**src/hdl/mtbr_pkg.sv**
```systemverilog
// Package for the mask-to-band-rectangles block: widths, register indexes,
// queue entry types and the coordinate scaling function. No dependencies.
`default_nettype none
package mtbr_pkg;
  localparam int MaxWidth  = 1024;
  localparam int MaxRuns   = 16;
  localparam int CoordW    = 11;
  localparam int RunIdxW   = $clog2(MaxRuns);
  localparam int RunCntW   = $clog2(MaxRuns + 1);
  localparam int OutW      = 14;
  localparam int ZoomW     = 12;
  localparam int CfgDataW  = 12;
  localparam int CfgIdxW   = 2;
  localparam int QDepth    = 4;
  localparam int QPtrW     = $clog2(QDepth);
  localparam logic [OutW-1:0] CoordMax = '1;

  typedef enum logic [CfgIdxW-1:0] {
    REG_WIDTH  = 2'd0,
    REG_HEIGHT = 2'd1,
    REG_ZOOM   = 2'd2,
    REG_NONE   = 2'd3
  } cfg_idx_t;

  // One flush job handed from the front part to the back part.
  typedef struct packed {
    logic               row_flush;    // flush taken at a row change
    logic               frame_flush;  // flush taken at frame end
    logic [CoordW-1:0]  top_rc;       // band top row for the row-change flush
    logic [CoordW-1:0]  top_fe;       // band top row for the frame-end flush
    logic [CoordW-1:0]  end_row_rc;   // bottom row for the row-change flush
    logic [CoordW-1:0]  end_row_fe;   // bottom row for the frame-end flush
    logic [RunCntW-1:0] total_rc;     // runs in the band for row change
    logic [RunCntW-1:0] total_fe;     // runs in the band for frame end
    logic               ovf;
  } job_t;

  typedef enum logic [1:0] {
    BK_IDLE  = 2'd0,
    BK_RC    = 2'd1,
    BK_FE    = 2'd2
  } bk_state_t;

  // Scale a coordinate by Q4.8 zoom with round half up and saturation.
  function automatic logic [OutW-1:0] scale_coord(input logic [CoordW-1:0] c,
                                                   input logic [ZoomW-1:0] z);
    logic [CoordW+ZoomW:0] p;
    logic [CoordW+ZoomW-8:0] v;
    begin
      p = {1'b0, c} * {{(CoordW+1){1'b0}}, z} + (CoordW+ZoomW+1)'(128);
      v = p[CoordW+ZoomW:8];
      scale_coord = (v > (CoordW+ZoomW-7)'(CoordMax)) ? CoordMax : v[OutW-1:0];
    end
  endfunction
endpackage
`default_nettype wire

```
**src/hdl/mtbr_if.sv**
```systemverilog
// Valid/ready channel interfaces for pixels and rectangles.
// Depends on mtbr_pkg for field widths.
`default_nettype none
interface mtbr_pix_if;
  logic valid;
  logic ready;
  logic pixel;
  modport source (output valid, output pixel, input ready);
  modport sink   (input valid, input pixel, output ready);
endinterface

interface mtbr_rect_if;
  import mtbr_pkg::*;
  logic            valid;
  logic            ready;
  logic [OutW-1:0] left;
  logic [OutW-1:0] top;
  logic [OutW-1:0] right;
  logic [OutW-1:0] bottom;
  logic            last;
  logic            overflow;
  modport source (output valid, output left, output top, output right, output bottom,
                  output last, output overflow, input ready);
  modport sink   (input valid, input left, input top, input right, input bottom,
                  input last, input overflow, output ready);
endinterface
`default_nettype wire

```
**src/hdl/mtbr_front.sv**
```systemverilog
// Front part: run detection per pixel, band comparison, and flush job issue.
// Depends on mtbr_pkg. Writes the band run store that the back part reads.
`default_nettype none
module mtbr_front
  import mtbr_pkg::*;
(
  input  wire logic               clk,
  input  wire logic               rst_n,
  input  wire logic [CoordW-1:0]  mask_width,
  input  wire logic [CoordW-1:0]  mask_height,
  input  wire logic               pix_valid,
  input  wire logic               pixel,
  output logic                    pix_ready,
  input  wire logic               back_busy,
  input  wire logic               rc_active,
  output logic                    copy_pend,
  output logic                    job_valid,
  output job_t                    job,
  input  wire logic [RunIdxW-1:0] rd_idx,
  output logic [CoordW-1:0]       rd_start,
  output logic [CoordW-1:0]       rd_end
);
  logic [CoordW-1:0]  col_r, row_r, band_r, open_r;
  logic               in_run_r, differ_r, ovf_r;
  logic [RunCntW-1:0] cur_tot_r, prev_tot_r;
  logic [CoordW-1:0]  cur_s_r [MaxRuns];
  logic [CoordW-1:0]  cur_e_r [MaxRuns];
  logic [CoordW-1:0]  prv_s_r [MaxRuns];
  logic [CoordW-1:0]  prv_e_r [MaxRuns];

  logic [CoordW-1:0]  w_eff, h_eff, run_s, run_e, row_inc;
  logic [CoordW:0]    col_inc;
  logic               acc, add, row_end, flush_rc, frame_end, do_add, add_ovf, add_diff;
  logic [RunCntW-1:0] tot_after;
  logic               diff_after;
  logic               pend_r;
  logic               copy_go;

  // The block holds a pixel off while the back part still drains the band store
  // or while the band copy is still owed.
  assign pix_ready = !back_busy && !pend_r;
  assign acc = pix_valid && pix_ready;
  assign copy_pend = pend_r;

  always_comb begin
    w_eff = (mask_width == '0) ? CoordW'(1) : mask_width;
    if (w_eff > CoordW'(MaxWidth)) w_eff = CoordW'(MaxWidth);
    h_eff = (mask_height == '0) ? CoordW'(1) : mask_height;
    col_inc = {1'b0, col_r} + 1'b1;
    row_end = col_inc >= {1'b0, w_eff};
    row_inc = row_r + 1'b1;
  end

  // One run at most closes per pixel: a falling edge or the row end.
  always_comb begin
    do_add = 1'b0;
    run_s  = open_r;
    run_e  = col_r;
    if (!pixel && in_run_r) begin
      do_add = 1'b1;
    end else if (row_end && (pixel || in_run_r)) begin
      do_add = 1'b1;
      run_s  = (pixel && !in_run_r) ? col_r : open_r;
      run_e  = col_inc[CoordW-1:0];
    end
    add = do_add && (run_e > run_s);
    add_ovf = add && (cur_tot_r >= RunCntW'(MaxRuns));
    add_diff = add_ovf || (add && ((cur_tot_r >= prev_tot_r)
               || prv_s_r[cur_tot_r[RunIdxW-1:0]] != run_s
               || prv_e_r[cur_tot_r[RunIdxW-1:0]] != run_e));
    tot_after  = (add && !add_ovf) ? cur_tot_r + 1'b1 : cur_tot_r;
    diff_after = differ_r || add_diff;
    flush_rc   = row_end && (diff_after || tot_after != prev_tot_r);
    frame_end  = row_end && ({1'b0, row_inc} >= {1'b0, h_eff} || row_inc == '0);
  end

  // Job issue toward the back part.
  always_comb begin
    job_valid      = acc && (flush_rc || frame_end);
    job.row_flush  = flush_rc && (prev_tot_r != '0);
    job.frame_flush = frame_end;
    job.top_rc     = band_r;
    job.top_fe     = flush_rc ? row_r : band_r;
    job.end_row_rc = row_r;
    job.end_row_fe = row_inc;
    job.total_rc   = prev_tot_r;
    job.total_fe   = flush_rc ? tot_after : prev_tot_r;
    job.ovf        = ovf_r || add_ovf;
  end

  assign rd_start = prv_s_r[rd_idx];
  assign rd_end   = prv_e_r[rd_idx];

  // Control state.
  always_ff @(posedge clk) begin
    if (!rst_n) begin
      col_r <= '0; row_r <= '0; band_r <= '0; open_r <= '0;
      in_run_r <= 1'b0; differ_r <= 1'b0; ovf_r <= 1'b0;
      cur_tot_r <= '0; prev_tot_r <= '0;
    end else if (acc) begin
      if (pixel && !in_run_r) open_r <= col_r;
      if (!row_end) begin
        col_r <= col_inc[CoordW-1:0];
        in_run_r <= pixel;
        cur_tot_r <= tot_after;
        differ_r <= diff_after;
        ovf_r <= ovf_r || add_ovf;
      end else begin
        col_r <= '0;
        in_run_r <= 1'b0;
        cur_tot_r <= '0;
        differ_r <= 1'b0;
        if (frame_end) begin
          row_r <= '0; band_r <= '0; prev_tot_r <= '0; ovf_r <= 1'b0;
        end else begin
          row_r <= row_inc;
          ovf_r <= ovf_r || add_ovf;
          if (flush_rc) begin
            band_r <= row_r;
            prev_tot_r <= tot_after;
          end
        end
      end
    end
  end

  // Run stores. The band copy waits until the back part has read the old band
  // for the row-change list; the frame-end list then reads the new band.
  always_ff @(posedge clk) begin
    if (acc && add && !add_ovf) begin
      cur_s_r[cur_tot_r[RunIdxW-1:0]] <= run_s;
      cur_e_r[cur_tot_r[RunIdxW-1:0]] <= run_e;
    end
    if (copy_go) begin
      for (int i = 0; i < MaxRuns; i++) begin
        prv_s_r[i] <= cur_s_r[i];
        prv_e_r[i] <= cur_e_r[i];
      end
    end
  end

  // A band change owes a copy, taken once the row-change walk is over.
  always_ff @(posedge clk) begin
    if (!rst_n) pend_r <= 1'b0;
    else if (acc && flush_rc) pend_r <= 1'b1;
    else if (copy_go) pend_r <= 1'b0;
  end
  assign copy_go = pend_r && !rc_active;
endmodule
`default_nettype wire

```
**src/hdl/mtbr_back.sv**
```systemverilog
// Back part: walks the band run store and produces scaled rectangles into a
// small output queue. Depends on mtbr_pkg and mtbr_rect_if.
`default_nettype none
module mtbr_back
  import mtbr_pkg::*;
(
  input  wire logic               clk,
  input  wire logic               rst_n,
  input  wire logic [ZoomW-1:0]   zoom_q,
  input  wire logic               job_valid,
  input  job_t                    job,
  input  wire logic               copy_pend,
  output logic                    busy,
  output logic                    rc_active,
  output logic [RunIdxW-1:0]      rd_idx,
  input  wire logic [CoordW-1:0]  rd_start,
  input  wire logic [CoordW-1:0]  rd_end,
  mtbr_rect_if.source             out
);
  typedef struct packed {
    logic [OutW-1:0] l, t, r, b;
    logic            last, ovf;
  } ent_t;

  bk_state_t st_r, st_nxt;
  job_t      job_r;
  logic [RunCntW-1:0] k_r, k_nxt;
  logic [RunCntW-1:0] tot;
  logic      emit, is_last, fe_empty;
  ent_t      q_r [QDepth];
  logic [QPtrW-1:0] wp_r, rp_r;
  logic [QPtrW:0]   cnt_r;
  logic      q_full, push, pop;

  assign q_full = cnt_r == (QPtrW+1)'(QDepth);
  assign tot = (st_r == BK_RC) ? job_r.total_rc : job_r.total_fe;
  assign rd_idx = k_r[RunIdxW-1:0];
  assign fe_empty = !job_r.frame_flush || job_r.total_fe == '0;

  // Next state.
  always_comb begin
    st_nxt = st_r;
    k_nxt  = k_r;
    unique case (st_r)
      BK_IDLE: begin
        if (job_valid) begin
          k_nxt = '0;
          if (job.row_flush) st_nxt = BK_RC;
          else if (job.frame_flush && job.total_fe != '0) st_nxt = BK_FE;
        end
      end
      BK_RC: begin
        if (emit) begin
          k_nxt = k_r + 1'b1;
          if (k_r + 1'b1 >= tot) begin
            k_nxt = '0;
            st_nxt = fe_empty ? BK_IDLE : BK_FE;
          end
        end
      end
      BK_FE: begin
        if (emit) begin
          k_nxt = k_r + 1'b1;
          if (k_r + 1'b1 >= tot) st_nxt = BK_IDLE;
        end
      end
      default: st_nxt = BK_IDLE;
    endcase
  end

  // Outputs of the walker. The frame-end list reads the store after the copy.
  always_comb begin
    emit = (st_r == BK_RC || (st_r == BK_FE && !copy_pend)) && !q_full;
    is_last = (k_r + 1'b1 >= tot) && (st_r == BK_FE || fe_empty);
    busy = st_r != BK_IDLE;
    rc_active = st_r == BK_RC;
  end

  always_ff @(posedge clk) begin
    if (!rst_n) begin
      st_r <= BK_IDLE; k_r <= '0;
    end else begin
      st_r <= st_nxt; k_r <= k_nxt;
    end
  end

  always_ff @(posedge clk) begin
    if (st_r == BK_IDLE && job_valid) job_r <= job;
  end

  // Output queue.
  assign push = emit;
  assign pop  = out.valid && out.ready;
  always_ff @(posedge clk) begin
    if (push) begin
      q_r[wp_r].l    <= scale_coord(rd_start, zoom_q);
      q_r[wp_r].t    <= scale_coord((st_r == BK_RC) ? job_r.top_rc : job_r.top_fe,
                                    zoom_q);
      q_r[wp_r].r    <= scale_coord(rd_end, zoom_q);
      q_r[wp_r].b    <= scale_coord((st_r == BK_RC) ? job_r.end_row_rc : job_r.end_row_fe,
                                    zoom_q);
      q_r[wp_r].last <= is_last;
      q_r[wp_r].ovf  <= job_r.ovf;
    end
  end
  always_ff @(posedge clk) begin
    if (!rst_n) begin
      wp_r <= '0; rp_r <= '0; cnt_r <= '0;
    end else begin
      if (push) wp_r <= wp_r + 1'b1;
      if (pop)  rp_r <= rp_r + 1'b1;
      cnt_r <= cnt_r + (QPtrW+1)'(push) - (QPtrW+1)'(pop);
    end
  end

  assign out.valid    = cnt_r != '0;
  assign out.left     = q_r[rp_r].l;
  assign out.top      = q_r[rp_r].t;
  assign out.right    = q_r[rp_r].r;
  assign out.bottom   = q_r[rp_r].b;
  assign out.last     = q_r[rp_r].last;
  assign out.overflow = q_r[rp_r].ovf;
endmodule
`default_nettype wire

```
**src/hdl/mask_to_band_rectangles_top.sv**
```systemverilog
// Top level of the mask-to-band-rectangles block: configuration registers,
// front and back parts. Depends on mtbr_pkg, mtbr_if, mtbr_front, mtbr_back.
//
//   channel | dir | payload
//   in_     | in  | pixel
//   out_    | out | left, top, right, bottom, last, overflow
//   cfg_    | in  | wr_en, idx, data
//
// A pixel that ends no band does not hold the input. A pixel that flushes a band
// holds the input while the band walker emits a rectangle per run of the band,
// and while the band copy is owed when the row starts a new band; the walker
// reads one run store entry a cycle while the queue has room. Results wait in a
// four-entry queue; while it is full the walker and so the input stall. Reset
// is synchronous, active low, and clears all control state.
`default_nettype none
module mask_to_band_rectangles_top
  import mtbr_pkg::*;
(
  input  wire logic                clk,
  input  wire logic                rst_n,
  mtbr_pix_if.sink                 in_ch,
  mtbr_rect_if.source              out_ch,
  input  wire logic                cfg_wr_en,
  input  wire logic [CfgIdxW-1:0]  cfg_idx,
  input  wire logic [CfgDataW-1:0] cfg_data
);
  logic [CoordW-1:0] width_r, height_r;
  logic [ZoomW-1:0]  zoom_r;
  logic busy, job_valid, rc_active, copy_pend;
  job_t job;
  logic [RunIdxW-1:0] rd_idx;
  logic [CoordW-1:0]  rd_start, rd_end;

  // Configuration registers.
  always_ff @(posedge clk) begin
    if (!rst_n) begin
      width_r <= CoordW'(256); height_r <= CoordW'(256); zoom_r <= ZoomW'(256);
    end else if (cfg_wr_en) begin
      unique case (cfg_idx_t'(cfg_idx))
        REG_WIDTH:  width_r  <= cfg_data[CoordW-1:0];
        REG_HEIGHT: height_r <= cfg_data[CoordW-1:0];
        REG_ZOOM:   zoom_r   <= cfg_data;
        default: ;
      endcase
    end
  end

  mtbr_front u_front (
    .clk, .rst_n, .mask_width(width_r), .mask_height(height_r),
    .pix_valid(in_ch.valid), .pixel(in_ch.pixel), .pix_ready(in_ch.ready),
    .back_busy(busy), .rc_active, .copy_pend, .job_valid, .job,
    .rd_idx, .rd_start, .rd_end
  );

  mtbr_back u_back (
    .clk, .rst_n, .zoom_q(zoom_r), .job_valid, .job, .copy_pend, .busy, .rc_active,
    .rd_idx, .rd_start, .rd_end, .out(out_ch)
  );
endmodule
`default_nettype wire

```
**src/flat_wrapper.sv**
```systemverilog
// flat-port wrapper written by rule: the top's interface ports become plain ports
module mask_to_band_rectangles_top_flat import mtbr_pkg::*;
  (clk, rst_n, cfg_wr_en, cfg_idx, cfg_data, in_ch_valid, in_ch_pixel, in_ch_ready, out_ch_valid, out_ch_left, out_ch_top, out_ch_right, out_ch_bottom, out_ch_last, out_ch_overflow, out_ch_ready);
  mtbr_pix_if in_ch_i ();
  mtbr_rect_if out_ch_i ();
  input  wire logic clk;
  input  wire logic rst_n;
  input  wire logic cfg_wr_en;
  input  wire logic [CfgIdxW-1:0] cfg_idx;
  input  wire logic [CfgDataW-1:0] cfg_data;
  input wire logic [$bits(in_ch_i.valid)-1:0] in_ch_valid;
  input wire logic [$bits(in_ch_i.pixel)-1:0] in_ch_pixel;
  output wire logic [$bits(in_ch_i.ready)-1:0] in_ch_ready;
  output wire logic [$bits(out_ch_i.valid)-1:0] out_ch_valid;
  output wire logic [$bits(out_ch_i.left)-1:0] out_ch_left;
  output wire logic [$bits(out_ch_i.top)-1:0] out_ch_top;
  output wire logic [$bits(out_ch_i.right)-1:0] out_ch_right;
  output wire logic [$bits(out_ch_i.bottom)-1:0] out_ch_bottom;
  output wire logic [$bits(out_ch_i.last)-1:0] out_ch_last;
  output wire logic [$bits(out_ch_i.overflow)-1:0] out_ch_overflow;
  input wire logic [$bits(out_ch_i.ready)-1:0] out_ch_ready;
  assign in_ch_i.valid = in_ch_valid;
  assign in_ch_i.pixel = in_ch_pixel;
  assign in_ch_ready = in_ch_i.ready;
  assign out_ch_valid = out_ch_i.valid;
  assign out_ch_left = out_ch_i.left;
  assign out_ch_top = out_ch_i.top;
  assign out_ch_right = out_ch_i.right;
  assign out_ch_bottom = out_ch_i.bottom;
  assign out_ch_last = out_ch_i.last;
  assign out_ch_overflow = out_ch_i.overflow;
  assign out_ch_i.ready = out_ch_ready;
  mask_to_band_rectangles_top u_core (.clk(clk), .rst_n(rst_n), .in_ch(in_ch_i), .out_ch(out_ch_i), .cfg_wr_en(cfg_wr_en), .cfg_idx(cfg_idx), .cfg_data(cfg_data));
endmodule
```
**config.mk**
```make
export PLATFORM = sky130hd
export DESIGN_NAME = mask_to_band_rectangles_top_flat
export DESIGN_NICKNAME = d
export VERILOG_FILES = /design/src/hdl/mtbr_pkg.sv /design/src/hdl/mtbr_if.sv /design/src/hdl/mtbr_front.sv /design/src/hdl/mtbr_back.sv /design/src/hdl/mask_to_band_rectangles_top.sv /design/src/flat_wrapper.sv
export SDC_FILE = /design/constraint.sdc
export NUM_CORES = 2
export LEC_CHECK = 0
export BUFFER_PORTS_ARGS = -buffer_cell sky130_fd_sc_hd__buf_2
export CORE_MARGIN = 10
export CORE_UTILIZATION = 49
export DETAILED_ROUTE_END_ITERATION = 10
export PLACE_DENSITY = 0.71
export SETUP_SLACK_MARGIN = 0.4
export SLEW_MARGIN = 20
export SYNTH_ARGS = -nofsm -noshare
export SYNTH_HDL_FRONTEND = slang
export SYNTH_HIERARCHICAL = 1
export SYNTH_SLANG_ARGS = --single-unit
```
**constraint.sdc**
```tcl
create_clock -name clk -period 24.1 [get_ports clk]
set_clock_uncertainty 0.1 [all_clocks]
set_input_delay 2.41 -clock clk [delete_from_list [all_inputs] [get_ports clk]]
set_output_delay 2.41 -clock clk [all_outputs]
set_load 0.1 [all_outputs]
```
==> results.json <==
{
  "powerDensity_nw_per_um2": 70.8,
  "drt_pass1_iterations": 6,
  "max_freq_mhz": 97.1,
  "setup_viol": 0,
  "slew_viol_final": 0,
  "clockPowerShare": 0.369,
  "end_kind": "register",
  "die_w_um": 376,
  "final_util": 0.542,
  "fp.coreArea_um2": 126000,
  "maxCapViolCount": 0,
  "p_seq_frac": 0.445,
  "drc_errors": 0,
  "hold_buffers": 0,
  "drtAntennaViolNets": 0,
  "grt_max_degree": 199,
  "ys_seq_area_frac": 0.515,
  "path_class": "reg -> reg",
  "async_flop_share": 0,
  "status": "complete, no violations",
  "critPathTopFamily": "compound AO/OA/AOI/OAI gates",
  "fin_total_pwr_w": 0.00484,
  "n_antenna_cell": 0,
  "synth_edf_count": 992,
  "p_int_w": 0.00345,
  "cts_tree": "yes",
  "post-place-cells": 6000,
  "vdd_drop_max_mv": 0.0922,
  "period_minus_slack_ps": 10300,
  "num_rows": 130,
  "clockBufferDepth": 3,
  "worst_pin_slew_ps": 1220,
  "wl_per_cell_um": 23.0,
  "syn_nets": 5146,
  "hold_path_class": "reg -> reg",
  "tns_ps": 0,
  "ys_seq_elements": 1104,
  "h-tree-depth": 3,
  "grt_pass1_wl_um": 220000,
  "slowest_delay_ps": 700,
  "netSwitchingFraction": 0.286,
  "grtUsageTotal": 0.202,
  "routabilityCongestion": 0.904,
  "crit_buf_inv": 1,
  "num-fill-cells": 10200,
  "whs_ps": 294,
  "dp_hpwl_um": 94700,
  "start_util": 0.494,
  "synthFlopType": "edfxtp_1",
  "overflow": 0,
  "syn2layout_area_growth_pct": 9.77,
  "final_cells": 6204,
  "synth.area.top_cells": "edfxtp_1 (48%), fa_1 (12%), mux4_2 (9.9%)",
  "yosysTopAreaCell": "edfxtp_1",
  "port_buffers": 79,
  "cts_root_buf": "clkbuf_16",
  "nets": 5172,
  "arrival_ps": 10810,
  "rsz0062_at_grt": "false",
  "clkLatencyLatePin_ps": 740,
  "max_slew_margin": 0.187,
  "die_h_um": 376,
  "first_iter_violations": 2801,
  "avgSynthCellArea_um2": 14.0,
  "final_common_cell": "edfxtp_1",
  "p_leak_nw": 26.2,
  "totalWireLength_um": 142000,
  "layout_common_cells": "edfxtp_1 (992), inv_1 (490), nand2_1 (446)",
  "worstPathMaxFanout": 17,
  "grt_pass1_vias": 36900,
  "clkTransAtPathRegs_ps": 70,
  "power_switching_w": 0.00138,
  "syn_area_um2": 62200,
  "vias_per_cell": 5.69,
  "cts_sinks": 1104,
  "synthCells": 4436,
  "yosysWarningCount": 6,
  "cp-start-kind": "register",
  "cts_setup_buffers": 0,
  "p_comb_frac": 0.185,
  "antenna_found_initial": 0,
  "finalHoldViolations": 0,
  "ios": 80,
  "synth_top_area_frac": 0.479,
  "cts_buffers": 110,
  "slowest_stage": "nor3_1",
  "drive_gt1_frac": 0.156,
  "cp.required_ps": 24610,
  "period_share": 0.427,
  "die_area_um2": 142000,
  "yosys.cell_types.count": 87,
  "cts_resized": 0,
  "vias": 35300
}
## cells by family (layout without fill, tap and decap cells)
group                    count (synthesis)  after routing  synth area share
AO/OA/AOI/OAI                          370            370            0.0393
XOR/XNOR                               105            105            0.0161
adder cells (fa/ha/maj)                690            690             0.182
buffers and inverters                  726            844            0.0455
flip-flops                            1104           1104             0.515
multiplexers                           368            368             0.115
AND/OR/NAND/NOR                       1073           1073            0.0862
## power groups by stage
stage          clock (W)  combinational, W  sequential [W]
6_report         0.00179          0.000895         0.00215
2_1_floorplan          0          0.000729         0.00218
4_1_cts          0.00182          0.000903         0.00215
5_1_grt          0.00190          0.000981         0.00216
3_3_place_gp           0          0.000887         0.00219
3_5_place_dp           0          0.000899         0.00220
## cells in the mapped netlist, types with 27 or more instances
master,n
a21o_1,45
a21oi_1,104
and2_1,248
and3_1,27
clkbuf_1,178
dfxtp_1,112
edfxtp_1,992
fa_1,361
ha_1,329
inv_1,490
mux2_2,27
mux2i_1,61
mux4_2,273
nand2_1,446
nand3_1,48
nor2_1,92
nor2b_1,60
nor3_1,37
o21ai_0,60
xnor2_1,50
xor2_1,49
## flip-flops by register name, indices dropped and copies added (netlist names), 12 cells and up, named ones only
signal,flops
u_core/u_back/q_r,232
u_core/u_front/prv_s_r,176
u_core/u_front/cur_s_r,176
u_core/u_back/job_r,56
u_core/u_front/prv_e_r,176
u_core/u_front/cur_e_r,176
u_core/zoom_r,12
## layer usage
layer | vias to the layer above | track usage | share of wire
li1 | 15800 | - | -
met1 | 18100 | 0.258 | 0.40
met2 | 1091 | 0.346 | 0.50
met3 | 245 | 0.0334 | 0.059
met4 | 0 | 0.0768 | 0.039
met5 | - | 0 | 0
## per-stage QoR
step                      setup WS, ps  instance area, µm²
after floorplan                   6770               62200
final                            13800               68300
after CTS                        13670               68200
after global placement           13930               64400
after detailed placement         13720               64400
after global routing             13100               68300
## path summary, 6_finish.rpt
path,startpoint,endpoint,slack [ps],depth (start not counted)
worst max register to register,u_core/u_front/col_r[0],u_core/u_back/st_r[1],13800,30
worst min-delay path,u_core/u_front/cur_s_r[8][10],u_core/u_front/prv_s_r[8][10],290,0
worst max-delay path,u_core/u_front/col_r[0],u_core/u_back/st_r[1],13800,30
worst min register to register,u_core/u_front/cur_s_r[8][10],u_core/u_front/prv_s_r[8][10],290,0
## worst reg2reg max path: cells and delay by family (launching register included)
kind,cells,cell delay [ps]
AOI/OAI and AO/OA,12,3240
and+or+nand+nor,8,3080
adders and majority gates,3,1070
xor gates and xnor gates,3,1000
muxes,3,860
DFF,1,620
buffers and inverters,1,210
## area by class of cell
type	count	area, µm²	area share
clock buffer	117	2800	0.0410
clock inverter	87	1050	0.0153
multi-input combinational	2606	27500	0.403
sequential	1104	32100	0.470
inverter	493	1850	0.0271
timing repair buffer	147	918	0.0135
tap	1650	2060	0.0302
No activity file was read; power rests on OpenSTA's default activity.
